$ cat src/design/stack_with_search_top_macros.svh
// assertion macros for the stack with search block
// used by stack_with_search_top; expects signals clock and reset in scope
`ifndef STACK_WITH_SEARCH_TOP_MACROS_SVH
`define STACK_WITH_SEARCH_TOP_MACROS_SVH
`ifndef SYNTHESIS
// property holds at every edge outside reset
`define STK_ASSERT_ALWAYS(label, prop, msg) \
   label: assert property (@(posedge clock) disable iff (reset) (prop)) else $error(msg);
// antecedent implies consequent in the next cycle
`define STK_ASSERT_NEXT(label, pre, post, msg) \
   label: assert property (@(posedge clock) disable iff (reset) (pre) |=> (post)) else $error(msg);
`else
`define STK_ASSERT_ALWAYS(label, prop, msg)
`define STK_ASSERT_NEXT(label, pre, post, msg)
`endif
`endif

$ cat src/design/stk_pkg.sv
// shared types and codes for the stack with search block
// no dependencies
package stk_pkg;

   localparam int unsigned DATA_W = 32;
   localparam int unsigned FUNC_W = 2;
   localparam int unsigned STAT_W = 3;
   localparam int unsigned POS_W  = 5;

   typedef logic signed [DATA_W-1:0] data_type;

   // request operation codes
   typedef enum logic [FUNC_W-1:0] {
      FUNC_PUSH   = 2'd0,
      FUNC_POP    = 2'd1,
      FUNC_SEARCH = 2'd2,
      FUNC_NONE   = 2'd3
   } func_type;

   // response status codes
   localparam logic [STAT_W-1:0] STAT_PUSHED   = 3'd0;
   localparam logic [STAT_W-1:0] STAT_POPPED   = 3'd1;
   localparam logic [STAT_W-1:0] STAT_FOUND    = 3'd2;
   localparam logic [STAT_W-1:0] STAT_NOTFOUND = 3'd3;
   localparam logic [STAT_W-1:0] STAT_OVERFLOW = 3'd4;
   localparam logic [STAT_W-1:0] STAT_EMPTY    = 3'd5;

   // shift commands broadcast to every cell of the chain
   typedef struct packed {
      logic shift_down;  // push: take neighbour above
      logic shift_up;    // pop: take neighbour below
      logic rotate;      // search: shift up, tail cell takes the top
   } cell_ctrl_type;

endpackage

$ cat src/design/stack_with_search_top.sv
// top level of the stack with search block: control sequencer and cell chain
// depends on stk_pkg, stk_cell and stack_with_search_top_macros.svh

// Bounded LIFO of DEPTH signed 32-bit words held in a chain of cells, top in
// the first cell. A transaction is taken when start is high and busy is low.
// For push and pop the response strobe rsp_valid rises in the cycle after
// the transaction and busy stays low, so a new transaction may follow at once.
// A search rotates the stored entries through the chain one per cycle and
// compares the top cell with the key, holding busy through the rotation and
// the closing state S_DONE (an empty stack goes straight to S_DONE); each
// match is held until the next match is seen and is then reported, and the
// deepest match or the not-found response comes in the cycle in which busy
// falls. Every response is on the rsp_ ports for exactly one cycle and
// cannot be stalled. An unused operation code is dropped with no response.
// Stored words have no reset; only written entries are read.
`include "stack_with_search_top_macros.svh"

module stack_with_search_top #(
   parameter int unsigned DEPTH = 16
) (
   input  logic                          clock,
   input  logic                          reset,
   input  logic                          start,
   output logic                          busy,
   input  logic [stk_pkg::FUNC_W-1:0]    req_func,
   input  logic signed [stk_pkg::DATA_W-1:0] req_value,
   output logic                          rsp_valid,
   output logic [stk_pkg::STAT_W-1:0]    rsp_status,
   output logic signed [stk_pkg::DATA_W-1:0] rsp_data_out,
   output logic [stk_pkg::POS_W-1:0]     rsp_position,
   output logic                          rsp_last
);
   import stk_pkg::*;

   localparam int unsigned CNT_W = $clog2(DEPTH + 1);

   typedef enum logic [1:0] {
      S_IDLE,
      S_SCAN,
      S_DONE
   } state_type;

   state_type          state_ff;
   logic [CNT_W-1:0]   fill_ff;
   logic [CNT_W-1:0]   step_ff;
   logic [CNT_W-1:0]   step_next;
   data_type           key_ff;
   logic               pend_valid_ff;
   logic [CNT_W-1:0]   pend_pos_ff;
   logic               rsp_valid_ff;
   logic [STAT_W-1:0]  rsp_status_ff;
   data_type           rsp_data_ff;
   logic [POS_W-1:0]   rsp_pos_ff;
   logic               rsp_last_ff;

   logic               accept;
   func_type           func;
   logic               full;
   logic               empty;
   logic               top_match;
   cell_ctrl_type      cell_ctrl;
   data_type           cell_value [DEPTH];

   logic               pushpop_accept;
   logic               rsp_found;
   logic               rsp_nonpop;
   logic               rsp_closing;

   assign accept    = start && (state_ff == S_IDLE);
   assign func      = func_type'(req_func);
   assign full      = (fill_ff == CNT_W'(DEPTH));
   assign empty     = (fill_ff == '0);
   assign step_next = step_ff + CNT_W'(1);
   assign top_match = (cell_value[0] == key_ff);

   // shift commands for the chain
   always_comb begin
      cell_ctrl.shift_down = accept && (func == FUNC_PUSH) && !full;
      cell_ctrl.shift_up   = accept && (func == FUNC_POP) && !empty;
      cell_ctrl.rotate     = (state_ff == S_SCAN);
   end

   // chain of cells, index 0 is the top of the stack
   for (genvar i = 0; i < DEPTH; i++) begin : g_cell
      data_type above;
      data_type below;
      logic     tail;

      if (i == 0) begin : g_first
         assign above = req_value;
      end else begin : g_inner
         assign above = cell_value[i-1];
      end
      if (i == DEPTH - 1) begin : g_last
         assign below = cell_value[i];
      end else begin : g_lower
         assign below = cell_value[i+1];
      end
      assign tail = (fill_ff == CNT_W'(i + 1));

      stk_cell u_cell (
         .clock      (clock),
         .ctrl       (cell_ctrl),
         .is_tail    (tail),
         .from_above (above),
         .from_below (below),
         .top_value  (cell_value[0]),
         .value      (cell_value[i])
      );
   end

   // sequencer: state, fill count and registered responses
   always_ff @(posedge clock) begin
      if (reset) begin
         state_ff      <= S_IDLE;
         fill_ff       <= '0;
         step_ff       <= '0;
         pend_valid_ff <= 1'b0;
         rsp_valid_ff  <= 1'b0;
      end else begin
         rsp_valid_ff <= 1'b0;
         unique case (state_ff)
            S_IDLE: begin
               if (start) begin
                  rsp_data_ff <= '0;
                  rsp_pos_ff  <= '0;
                  rsp_last_ff <= 1'b1;
                  unique case (func)
                     FUNC_PUSH: begin
                        rsp_valid_ff <= 1'b1;
                        if (full) begin
                           rsp_status_ff <= STAT_OVERFLOW;
                        end else begin
                           rsp_status_ff <= STAT_PUSHED;
                           fill_ff       <= fill_ff + CNT_W'(1);
                        end
                     end
                     FUNC_POP: begin
                        rsp_valid_ff <= 1'b1;
                        if (empty) begin
                           rsp_status_ff <= STAT_EMPTY;
                        end else begin
                           rsp_status_ff <= STAT_POPPED;
                           rsp_data_ff   <= cell_value[0];
                           fill_ff       <= fill_ff - CNT_W'(1);
                        end
                     end
                     FUNC_SEARCH: begin
                        key_ff        <= req_value;
                        step_ff       <= '0;
                        pend_valid_ff <= 1'b0;
                        state_ff      <= empty ? S_DONE : S_SCAN;
                     end
                     default: begin
                        // unused code: dropped
                     end
                  endcase
               end
            end
            S_SCAN: begin
               // a new match releases the one held before it
               if (top_match) begin
                  if (pend_valid_ff) begin
                     rsp_valid_ff  <= 1'b1;
                     rsp_status_ff <= STAT_FOUND;
                     rsp_data_ff   <= '0;
                     rsp_pos_ff    <= POS_W'(pend_pos_ff);
                     rsp_last_ff   <= 1'b0;
                  end
                  pend_valid_ff <= 1'b1;
                  pend_pos_ff   <= step_next;
               end
               step_ff <= step_next;
               if (step_next == fill_ff) begin
                  state_ff <= S_DONE;
               end
            end
            S_DONE: begin
               // deepest match or not found closes the search
               rsp_valid_ff <= 1'b1;
               rsp_data_ff  <= '0;
               rsp_last_ff  <= 1'b1;
               if (pend_valid_ff) begin
                  rsp_status_ff <= STAT_FOUND;
                  rsp_pos_ff    <= POS_W'(pend_pos_ff);
               end else begin
                  rsp_status_ff <= STAT_NOTFOUND;
                  rsp_pos_ff    <= '0;
               end
               pend_valid_ff <= 1'b0;
               state_ff      <= S_IDLE;
            end
            default: begin
               state_ff <= S_IDLE;
            end
         endcase
      end
   end

   assign busy         = (state_ff != S_IDLE);
   assign rsp_valid    = rsp_valid_ff;
   assign rsp_status   = rsp_status_ff;
   assign rsp_data_out = rsp_data_ff;
   assign rsp_position = rsp_pos_ff;
   assign rsp_last     = rsp_last_ff;

   // terms for the checks
   assign pushpop_accept = accept && (func == FUNC_PUSH || func == FUNC_POP);
   assign rsp_found      = rsp_valid && (rsp_status == STAT_FOUND);
   assign rsp_nonpop     = rsp_valid && (rsp_status != STAT_POPPED);
   assign rsp_closing    = rsp_valid && rsp_last && !busy;

   // checks
   `STK_ASSERT_ALWAYS(a_fill_bound, fill_ff <= CNT_W'(DEPTH), "fill count beyond depth")
   `STK_ASSERT_ALWAYS(a_found_pos, !rsp_found || rsp_position != '0, "found without position")
   `STK_ASSERT_ALWAYS(a_data_zero, !rsp_nonpop || rsp_data_out == '0, "data on non-pop response")
   `STK_ASSERT_NEXT(a_pushpop_resp, pushpop_accept, rsp_closing, "push or pop response missing")
   `STK_ASSERT_NEXT(a_search_end, state_ff == S_DONE, rsp_closing, "search did not close")

endmodule

$ cat src/design/stk_cell.sv
// one storage cell of the stack chain
// depends on stk_pkg
module stk_cell (
   input  logic                  clock,
   input  stk_pkg::cell_ctrl_type ctrl,
   input  logic                  is_tail,
   input  stk_pkg::data_type     from_above,
   input  stk_pkg::data_type     from_below,
   input  stk_pkg::data_type     top_value,
   output stk_pkg::data_type     value
);
   import stk_pkg::*;

   data_type value_ff;
   data_type value_in;

   // select the neighbour to load, hold otherwise
   always_comb begin
      priority if (ctrl.shift_down) begin
         value_in = from_above;
      end else if (ctrl.shift_up) begin
         value_in = from_below;
      end else if (ctrl.rotate) begin
         value_in = is_tail ? top_value : from_below;
      end else begin
         value_in = value_ff;
      end
   end

   // payload register, no reset
   always_ff @(posedge clock) begin
      value_ff <= value_in;
   end

   assign value = value_ff;

endmodule
$ cat config.mk
export PLATFORM = sky130hd
export DESIGN_NAME = stack_with_search_top
export DESIGN_NICKNAME = d
export VERILOG_FILES = /design/src/design/stk_pkg.sv /design/src/design/stack_with_search_top.sv /design/src/design/stk_cell.sv
export VERILOG_INCLUDE_DIRS = /design/src /design/src/design
export SDC_FILE = /design/constraint.sdc
export NUM_CORES = 1
export LEC_CHECK = 0
export CAP_MARGIN = 0
export CORE_MARGIN = 2
export CORE_UTILIZATION = 48
export DETAILED_ROUTE_END_ITERATION = 12
export DONT_BUFFER_PORTS = 1
export GPL_ROUTABILITY_DRIVEN = 0
export PLACE_DENSITY_LB_ADDON = 0.3
export SYNTH_ARGS = -nofsm -noshare
export SYNTH_HDL_FRONTEND = slang
export SYNTH_SLANG_ARGS = --single-unit
$ cat constraint.sdc
create_clock -name clock -period 19.1 [get_ports clock]
set_input_delay 1.91 -clock clock [delete_from_list [all_inputs] [get_ports clock]]
set_output_delay 1.91 -clock clock [all_outputs]
set_load 0.02 [all_outputs]
Word level (Yosys, flattened, before mapping):

Cells that the tools add are included.

* input bits: 37
* bits in registers: 604
* logic and storage cells: 198

* bitwise gates (word level): 1
* $add $sub $neg: 3
* equality and inequality tests: 32
* multiplexer cells: 107
* reduce and logical (&&, ||, !) cells: 28

Operators by type and width (number)
* $mux W32: 69
* $pmux W32 S3: 1
* $eq A5 B4 Y1 const B: 8
* $mux W5: 8
* $eq A32 B32 Y1: 1
* $eq A5 B3 Y1 const B: 4
* $pmux W5 S2: 2
* $mux W3: 5
* $pmux W5 S3: 1
* $reduce_and A3 Y1: 4
* $mux W1: 11
* $add A5 B1 Y5 const B: 2
* $eq A5 B2 Y1 const B: 2
* $ne A2 B2 Y1 const B: 5
* $reduce_and A5 Y1: 2
* $reduce_bool A2 Y1: 5
* $pmux W1 S3: 3
* $pmux W3 S3: 1
* $mux W2: 4
* $reduce_and A4 Y1: 2
* $ne A2 B1 Y1 const B: 3
* $pmux W3 S2: 1
* $reduce_and A6 Y1: 1
* $reduce_bool A3 Y1: 2
* other kinds (16): 24

Logic depth before layout (Yosys ltp):

Gate-level depths: netlist (run 1).

* depth after elaboration: 6
* mapped depth: 10

Modules after synthesis:

Synthesis (run 1) repeated with hierarchy kept, for this count alone.

* cells, all modules: 3217
* area, all modules: 39625.5 um2

Modules (own cells, without submodules)
* stk_cell: times used 16, sequential area each 960.9 um2, area each 2218.4 um2, cells an instance 181
* stack_with_search_top: times used 1, sequential area each 2622.5 um2, area each 4131.5 um2, cells an instance 321

Worst setup path after synthesis (run 1):

No wires, ideal clock.

* path kind: input -> register
* from: in req_func[0] (netlist bit)
* to: reg g_cell[10].u_cell.value_ff[0] (enable)
* required time: 15.861 ns
* stages: 5
* arrival: 9.753 ns
* setup time: 3.239 ns
* path buffers: 1
* slack: 6.108 ns
* cells stage by stage: buf_2 > xor2_1 > a31oi_1 > inv_1 > nand2_1

* word-level cells in the longest chain between the ends: 4
* elaborated cells on any way between the ends: 7

RTL lines
* start: declaration: RTL line stack_with_search_top.sv:25 `input logic [stk_pkg::FUNC_W-1:0] req_func,`
* $eq A2 B1 Y1 or $logic_not A2 Y1 (tied branches): RTL line stack_with_search_top.sv:79, stack_with_search_top.sv:78
* $logic_and A1 B1 Y1 (on tied branches) (2 in a row): RTL line stack_with_search_top.sv:79, stack_with_search_top.sv:78
* $reduce_bool A3 Y1 (no line) (*)
* end signal: assignment: RTL line stk_cell.sv:32 `value_ff <= value_in;`
* end: declaration: RTL line stk_cell.sv:14 `data_type value_ff;`

Every way passes the cells marked *; elsewhere a longest branch is shown, timed or not.
A chain may end at the register's enable or synchronous reset.

Worst setup path in the final report (run 1):

* from: in req_func[1] (netlist bit)
* to: reg g_cell[14].u_cell.value_ff[11] (enable)

* word-level cells in the longest chain between the ends: 4
* elaborated cells on any way between the ends: 7

RTL lines (RTL line)
* $eq A2 B1 Y1 or $logic_not A2 Y1 (tied branches): stack_with_search_top.sv:79, stack_with_search_top.sv:78
* $logic_and A1 B1 Y1 (on tied branches) (2 in a row): stack_with_search_top.sv:79, stack_with_search_top.sv:78
* $reduce_bool A3 Y1 (no line) (*)
* end signal: assignment: stk_cell.sv:32
* end: declaration: stk_cell.sv:14

Marks and branches as above.

==> results of run 1 <==
[synthesized netlist by cell type (2+ instances only)]
library cell / count
sky130_fd_sc_hd__dfxtp_1: 14
sky130_fd_sc_hd__a21oi_1: 9
sky130_fd_sc_hd__nor2_1: 14
sky130_fd_sc_hd__buf_2: 73
sky130_fd_sc_hd__nand2b_1: 2
sky130_fd_sc_hd__and4b_1: 2
sky130_fd_sc_hd__edfxtp_1: 590
sky130_fd_sc_hd__nand2_2: 9
sky130_fd_sc_hd__nand2_1: 621
sky130_fd_sc_hd__o41ai_1: 2
sky130_fd_sc_hd__nor4b_2: 2
sky130_fd_sc_hd__ha_1: 11
sky130_fd_sc_hd__mux2_1: 12
sky130_fd_sc_hd__buf_6: 21
sky130_fd_sc_hd__nand4_1: 11
sky130_fd_sc_hd__clkbuf_1: 128
sky130_fd_sc_hd__nor4_1: 3
sky130_fd_sc_hd__inv_1: 9
sky130_fd_sc_hd__nand3b_1: 2
sky130_fd_sc_hd__mux2i_1: 416
sky130_fd_sc_hd__nand4b_1: 2
sky130_fd_sc_hd__o21ai_1: 56
sky130_fd_sc_hd__o21ai_0: 370
sky130_fd_sc_hd__nand3_1: 5
sky130_fd_sc_hd__nor3_1: 9
sky130_fd_sc_hd__mux2_2: 21
sky130_fd_sc_hd__a22oi_1: 2
sky130_fd_sc_hd__xnor2_1: 37
sky130_fd_sc_hd__nor2b_1: 4
sky130_fd_sc_hd__buf_4: 8
sky130_fd_sc_hd__a211oi_1: 3
sky130_fd_sc_hd__and2_1: 39
sky130_fd_sc_hd__xor2_1: 6
[cell type report]
type | count | area, sq um
antenna | 2 | 5.005
clock buffer | 77 | 1629
clock inverter | 31 | 220.2
fill | 5238 | 29740
inverter | 11 | 41.29
multi-input combinational | 1689 | 10550
sequential | 604 | 18000
tap | 790 | 988.4
timing repair buffer | 23 | 197.7
[critical path, delay by kind of cell]
kind                   cells  cell delay (ns)
buffers and inverters      3             2.05
and+or+nand+nor            2             0.94
AOI/OAI and AO/OA          1             0.48
[registers in the layout, summed over array words and instances, names as in the netlist, 2 cells and up]
register / cells
rsp_position: 5
state_ff: 2
rsp_status: 3
pend_pos_ff: 5
step_ff: 5
g_cell.u_cell.value: 512
key_ff: 32
fill_ff: 5
rsp_data_out: 32
[logic make-up after synthesis]
group	Yosys count	synth area share
AND/OR/NAND/NOR	734	0.1030
flip-flops	604	0.6076
AO/OA/AOI/OAI	450	0.07743
multiplexers	449	0.1531
buffers and inverters	241	0.03996
XOR/XNOR	45	0.01428
adder cells (fa/ha/maj)	11	0.004646
[power by group through the flow]
stage	Combinational, uW	Clock, uW	Sequential [uW]
global placement	588	0	2100
CTS	620	1160	2090
finish	617	1140	2090
floorplan	518	0	2130
global route	692	1210	2120
detailed placement	618	0	2110
[metal layers]
metal,share of wire,wire (um)
met5,0,0
met3,0.042,2905
met1,0.43,29740
met2,0.49,33440
met4,0.037,2535
[worst paths after layout]
| path | end | startpoint | depth (start not counted) |
|---|---|---|---|
| hold reg to reg | rsp_position[1] | pend_pos_ff[1] | 1 |
| setup / recovery | g_cell[14].u_cell.value[11] | req_func[1] | 6 |
| hold / removal | rsp_position[1] | pend_pos_ff[1] | 1 |
| setup reg to reg | g_cell[14].u_cell.value[11] | state_ff[0] | 8 |
[stage by stage]
stage               setup slack (ns)  power [uW]  instance area (sq um)
floorplan                      6.108        2648                  29620
global placement               13.28        2693                  29770
detailed placement             13.18        2732                  29770
CTS                            13.85        3870                  31620
global route                   13.49        4021                  31630
finish                         13.79        3841                  31630
==> impl_results.md, run 1 <==
* Average footprint of a synthesized cell at 11.69 sq um
* DIE AREA at 0.06371 sq mm
* Wire length of the first global-routing pass at 105,500 um
* Starting density of the core at 0.4827
* Number of buffers inserted by port buffering at 0
* Final Instance Count excl. Fillers at 3,227
* Sw Ratio at 0.2932
* Max Cap Violations at 0
* Worst endpoint data arrival time at 5.55 ns
* TritonRoute pass-1 iters at 6
* Worst-case vdd ir drop at 0.00008521 V
* Slowest-stage cell, CP: sky130_fd_sc_hd__buf_4
* Proportion of layout cells with a drive suffix above 1 at 0.06078
* Cell leakage power at 0.01300 uW
* Core Footprint at 0.06137 sq mm
* Remaining global-route overflow at 0
* Per-cell routed wire length at 21.26 um
* Clock tree from TritonCTS: yes
* Area leader, netlist: sky130_fd_sc_hd__edfxtp_1
* Number of top-level pins at 80
* Pwr/cell area at 121.4 mW/mm^2
* Internal cell power at 2715 uW
* Netlist area before placement at 0.02962 sq mm
* Clock-pin slew of the registers on the worst-case setup and hold paths at 0.06 ns
* Overall routed net length at 68,620 um
* Chip height at 252.4 um
* Mapped Cells at 2,534
* Final core utilization at 0.5153
* Share of synthesized registers carrying an async set or reset at 0
* DRT antenna net count at 0
* Combinational share of power at 0.161
* Worst-case clock buffer depth at 3
* Total Routing Usage GR at 0.2135
* Final period utilization at 0.2782
* Synthesized net count at 2,582
* Setup total negative slack at 0 ns
* Post-detailed-route DRC marker count at 0
* R2R setup slack at 14.29 ns
* CTS root buffer: sky130_fd_sc_hd__clkbuf_16
* Final setup vio count at 0
* Met2 Track Usage GR at 0.3582
* Number of hold-slack violations in the final timing report at 0
* Fraction of power consumed by the clock network at 0.296
* CP cell instances: nand3b_1, a31oi_1, inv_1, nand2_4, buf_4, buf_4
* Clock latency at the later pin of the worst-skew pair at 0.62 ns
* Worst rel slew slack at 0.2286
* Via count of the first global-routing pass at 18.43k
* Post-synthesis sequential element count at 604
* Worst path required time at 19.33 ns
* Number of H-tree branching levels at 2
* EDFF count, synth at 590
* RSZ-0062 raised after global routing: false
* Status: finished clean
* Drt initial violations at 1,701
* Overall die width at 252.4 um
* Min-Delay Path Class: flop to flop
* Layer with the highest usage: met2
* Per-cell via count in the routed design at 5.749
* Initial antenna violation count at 1
* Share of Yosys cell area claimed by the top area cell type at 0.5981
* # nets final at 2,438
* Post-CTS sizing at 0
* Sequential Power Share at 0.543
* Num CTS Buffers at 61
* Leading post-synthesis cells by cell area: sky130_fd_sc_hd__edfxtp_1 (60%), sky130_fd_sc_hd__mux2i_1 (14%), sky130_fd_sc_hd__nand2_1 (7.9%)
* Crit end category: flop
* Count of synthesis-stage warnings from yosys at 0
* Number of sinks handled by clock tree synthesis at 604
* Number of distinct standard cells referenced by the synthesized netlist at 54
* Primary flip-flop cell chosen by synthesis mapping: sky130_fd_sc_hd__edfxtp_1
* Maximum number of pins on one net before global-route repair at 282
* Sequential area share after synthesis at 0.6076
* Post-CTS Hold Fix Bufs at 0
* Global routing met3 resource utilization at 0.02760
* Area overhead of the layout relative to synthesis at 6.767%
* Startpoint kind of the worst setup timing path: input port
* GR Layer Usage met1 at 0.2813
* Number of max-slew violations in the final report at 0
* Number of standard-cell rows in the floorplan at 91
* Worst hold slack after final layout at 0.5205 ns
* Via count at 18.55k
* Net Switching at 1126 uW
* Layout Skew at 0.01497 ns
* WS Path Type: input port to flop
* Peak Freq at 0.1882 GHz
* Cell count after placement at 3,117
* Placed wire-length estimate at 39,570 um
* Slew at the pin closest to its max-slew limit at 1.157 ns
* Cell repeated most along the worst path: sky130_fd_sc_hd__buf_4
* Final period demand of the worst path at 5.314 ns
* Most frequent standard cell in the layout excluding fill and tap cells: sky130_fd_sc_hd__nand2_1
* Commonest cells after routing, fill and taps aside: sky130_fd_sc_hd__nand2_1 (620), sky130_fd_sc_hd__edfxtp_1 (590), sky130_fd_sc_hd__mux2i_1 (416), sky130_fd_sc_hd__o21ai_0 (370), sky130_fd_sc_hd__clkbuf_16 (63)
* Maximum fanout encountered on the critical timing path at 88
* Peak per-stage delay on the critical path at 0.98 ns
* Number of buffers inserted to repair setup after CTS at 0
Power figures use the tool's default switching activity.
==> inputs of run 2 (changes only) <==
--- a/config.mk
+++ b/config.mk
@@ -6,6 +6,7 @@
 export SDC_FILE = /design/constraint.sdc
 export NUM_CORES = 1
 export LEC_CHECK = 0
+export ABC_AREA = 1
 export CAP_MARGIN = 0
 export CORE_MARGIN = 2
 export CORE_UTILIZATION = 48
==> constraint.sdc (replaced) <==
create_clock -name clock -period 5.4 [get_ports clock]
set_input_delay 0.54 -clock clock [delete_from_list [all_inputs] [get_ports clock]]
set_output_delay 0.54 -clock clock [all_outputs]
set_load 0.02 [all_outputs]
==> run 2 against run 1 <==
  * Count of clock-buffer cells in the layout is 9 higher
  * Die area shrank 2.0%
  * Area after synthesis down 2.1%
  * Cell area down 0.34%
  * Synthesized cell count increased by 20%
  * Setup slack got worse by 12 ns
  * Sequential share of layout area is 0.21 points higher
  * Critical path depth up 1
  * Core utilization is 0.98 points higher
  * Routed wire length fell by 0.31%
  * Largest cell class unchanged
  * Highest routed layer unchanged
==> impl_results.md, run 2 <==
* Worst path required time at 5.65 ns (-13.68 ns)
* Number of max-slew violations in the final report at 0 (unchanged)
* Number of H-tree branching levels at 2 (unchanged)
* Number of distinct standard cells referenced by the synthesized netlist at 35 (-35%)
* Top-count cell post-synth: sky130_fd_sc_hd__nor2_1
* Final setup vio count at 0 (unchanged)
* Clock-pin slew of the registers on the worst-case setup and hold paths at 0.06 ns (about the same)
* Dominant combinational cell family by area after synthesis: compound AO/OA/AOI/OAI gates
* Overall die width at 249.8 um (-1.0%)
* CP bufs+invs at 2 (-1)
* RSZ-0062 raised after global routing: false
* Peak Freq at 0.2681 GHz
* Share of Yosys cell area claimed by the top area cell type at 0.6107 (+0.01262)
* DIE AREA at 0.06242 sq mm (-2.0%)
* Sequential area share after synthesis at 0.6204 (+0.01281)
* Crit end category: flop
* Max reg flops at 512 (unchanged)
* Synthesized net count at 3,098 (+20%)
* Drt initial violations at 2,880 (+69%)
* Average footprint of a synthesized cell at 9.511 sq um (-19%)
* Chip height at 249.8 um (-1.0%)
* Final period demand of the worst path at 3.730 ns
* Startpoint kind of the worst setup timing path: flop
* Starting density of the core at 0.4833 (+0.0006627)
* TritonRoute pass-1 iters at 5 (-1)
* Worst endpoint data arrival time at 3.98 ns (-1.57 ns)
* Worst-case clock buffer depth at 3 (unchanged)
* Per-cell routed wire length at 18.17 um (-15%)
* Clock latency at the later pin of the worst-skew pair at 0.63 ns (about the same)
* Layout Skew at 0.02317 ns (+0.008194 ns)
* Post-synthesis sequential element count at 604 (unchanged)
* Remaining global-route overflow at 0 (unchanged)
* Maximum fanout encountered on the critical timing path at 134 (+52%)
* Slew at the pin closest to its max-slew limit at 1.228 ns (+0.07050 ns)
* Cell types with the highest counts after synthesis: sky130_fd_sc_hd__nor2_1 (683), sky130_fd_sc_hd__edfxtp_1 (590), sky130_fd_sc_hd__a21oi_1 (466)
* Fraction of power consumed by the clock network at 0.254 (-0.042)
* Final period utilization at 0.6908
* Num CTS Buffers at 61 (unchanged)
* Status: finished clean
* Core Footprint at 0.06002 sq mm (-2.2%)
* Via count of the first global-routing pass at 19.41k (+5.3%)
* Max Cap Violations at 0 (unchanged)
* Leading post-synthesis cells by cell area: sky130_fd_sc_hd__edfxtp_1 (61%), sky130_fd_sc_hd__nor2_1 (8.8%), sky130_fd_sc_hd__a21oi_1 (8.0%)
* Min-Delay Path Class: input port to flop
* Compound-gate portion of the synthesized area at 0.1734 (+0.09600)
* Proportion of layout cells with a drive suffix above 1 at 0.04526 (-0.01552)
* Placed wire-length estimate at 39,810 um (+0.60%)
* Fraction of synthesized area in multiplexers at 0 (-0.1531)
* Area leader, netlist: sky130_fd_sc_hd__edfxtp_1
* Peak per-stage delay on the critical path at 0.77 ns (-0.21 ns)
* Post-CTS sizing at 0 (unchanged)
* Post-detailed-route DRC marker count at 0 (unchanged)
* Sw Ratio at 0.3293 (+0.03614)
* Share of synthesized registers carrying an async set or reset at 0 (unchanged)
* Netlist area before placement at 0.02901 sq mm (-2.1%)
* Sequential Power Share at 0.516 (-0.027)
* Number of diodes at 0 (-2)
* Post-Place Worst Slack at 1.702 ns (-11.48 ns)
* DRT antenna net count at 0 (unchanged)
* # nets final at 2,984 (+22%)
* WS Path Type: flop to flop
* Mapped Cells at 3,050 (+20%)
* Cell leakage power at 0.01157 uW (-11%)
* Cell count after placement at 3,621 (+16%)
* Basic-gate share of the synthesized area counting and, or, nand and nor cells at 0.1405 (+0.03750)
* Count of synthesis-stage warnings from yosys at 0 (unchanged)
* Via count at 21.33k (+15%)
* CP cell instances: inv_1, ha_1, nand2_1, nor3_1, nand2_8, nand3_4, buf_12
* Arithmetic-cell share of the synthesized area counting full adders, half adders and majority gates at 0.004744 (+0.00009800)
* Net Switching at 5148 uW (+360%)
* Clock tree from TritonCTS: yes
* CP delay by family, top: simple AND/OR/NAND/NOR gates
* Worst-case vdd ir drop at 0.0003182 V (+270%)
* Area overhead of the layout relative to synthesis at 8.652%
* Combinational share of power at 0.230 (+0.069)
* CTS root buffer: sky130_fd_sc_hd__clkbuf_16
* Number of standard-cell rows in the floorplan at 90 (-1.1%)
* EDFF count, synth at 590 (unchanged)
* Internal cell power at 10,480 uW (+290%)
* Maximum number of pins on one net before global-route repair at 284 (+0.71%)
* Number of hold-slack violations in the final timing report at 0 (unchanged)
* Number of sinks handled by clock tree synthesis at 604 (unchanged)
* Final Instance Count excl. Fillers at 3,765 (+17%)
* Total Routing Usage GR at 0.2142 (+0.0006958)
* Per-cell via count in the routed design at 5.666 (-1.4%)
* Wire length of the first global-routing pass at 108,400 um (+2.7%)
* Number of buffers inserted by port buffering at 0 (unchanged)
* Worst path setup slack after routing at 1.670 ns (-12.12 ns)
* Most frequent standard cell in the layout excluding fill and tap cells: sky130_fd_sc_hd__nor2_1
* Number of top-level pins at 80 (unchanged)
* Commonest cells after routing, fill and taps aside: sky130_fd_sc_hd__nor2_1 (683), sky130_fd_sc_hd__edfxtp_1 (590), sky130_fd_sc_hd__a21oi_1 (466), sky130_fd_sc_hd__nand2_1 (298), sky130_fd_sc_hd__o21ai_0 (287)
* Pwr/cell area at 496.0 mW/mm^2 (+310%)
* Primary flip-flop cell chosen by synthesis mapping: sky130_fd_sc_hd__edfxtp_1
* Total power after layout at 15,630 uW (+310%)
* Slowest-stage cell, CP: sky130_fd_sc_hd__nand3_4
* Overall routed net length at 68,410 um (-0.31%)
* Initial antenna violation count at 0 (-1)
* Worst rel slew slack at 0.1787 (-0.04990)
* Xor-xnor portion of the synthesized cell area at 0.009359 (-0.004918)
## run 2: cell types whose count changed after synthesis, moves of 37 or more
| cell | delta |
|---|---|
| sky130_fd_sc_hd__nor2_1 | +669 |
| sky130_fd_sc_hd__clkbuf_1 | +37 |
| sky130_fd_sc_hd__o21ai_1 | +186 |
| sky130_fd_sc_hd__o21ai_0 | -83 |
| sky130_fd_sc_hd__a21oi_1 | +457 |
| sky130_fd_sc_hd__inv_1 | +129 |
| sky130_fd_sc_hd__and2_1 | -38 |
| sky130_fd_sc_hd__nand2_1 | -322 |
| sky130_fd_sc_hd__mux2i_1 | -416 |
## run 2: logic make-up (layout without fill, tap and decap cells)
family,count (synthesis),in the layout
AOI/OAI and AO/OA,1002,1002
adders and majority gates,11,11
buffers and inverters,372,305
and+or+nand+nor,1030,1030
xor gates and xnor gates,31,31
DFF,604,604
## run 2: repair_timing
action                    in CTS  in global routing
hold endpoints to repair      37                  0
setup buffers                  0                  0
hold buffers                  33                  0
## run 2: final timing paths
kind,startpoint,to,slack (ns),depth (start not counted)
max reg2reg,state_ff[1],g_cell[7].u_cell.value[18],1.67,7
min reg2reg,step_ff[4],step_ff[4],0.49,2
max,state_ff[1],g_cell[7].u_cell.value[18],1.67,7
min,req_value[7],g_cell[0].u_cell.value[7],0.1,2
## run 2: routing by layer
metal	GRT usage	routed length, um	vias up
met2	0.3019	28280	900
met5	0	0	-
met3	0.03087	5363	101
met1	0.3409	33130	9990
met4	0.06162	1633	0
li1	-	-	10342
## run 2: layout make-up
cell class,count,area [sq um]
fill,5258,28500
timing repair buffer,53,580.6
clock buffer,86,1672
clock inverter,24,166.4
tap,782,978.4
inverter,142,543.0
multi-input combinational,2074,9577
sequential,604,18000
## run 2: metrics by stage
step / instance area [sq um] / setup TNS [ns] / util / hold WS [ns]
after floorplan: 29050 / -305.75 / - / 0.4506
after global placement: 29330 / 0 / 0.4887 / 0.4661
after detailed placement: 29330 / 0 / 0.4887 / 0.4783
after CTS: 31500 / 0 / 0.5248 / 0.06803
after global routing: 31520 / 0 / 0.5251 / 0.07947
final: 31520 / 0 / 0.5251 / 0.09765
## run 2: worst reg2reg max path: cells and delay by family, from the launching register on
family / cells / cell delay, ns
AND/OR/NAND/NOR: 4 / 2.01
flip-flops: 1 / 0.33
buffers and inverters: 2 / 0.71
adder cells (fa/ha/maj): 1 / 0.23
## run 2: power by group through the flow
stage / logic (uW) / clock network, uW / registers [uW]
after CTS: 3560 / 4050 / 8040
after global placement: 3350 / 0 / 8070
after floorplan: 2600 / 0 / 8120
after global routing: 4040 / 4230 / 8190
final: 3600 / 3970 / 8060
after detailed placement: 3510 / 0 / 8130
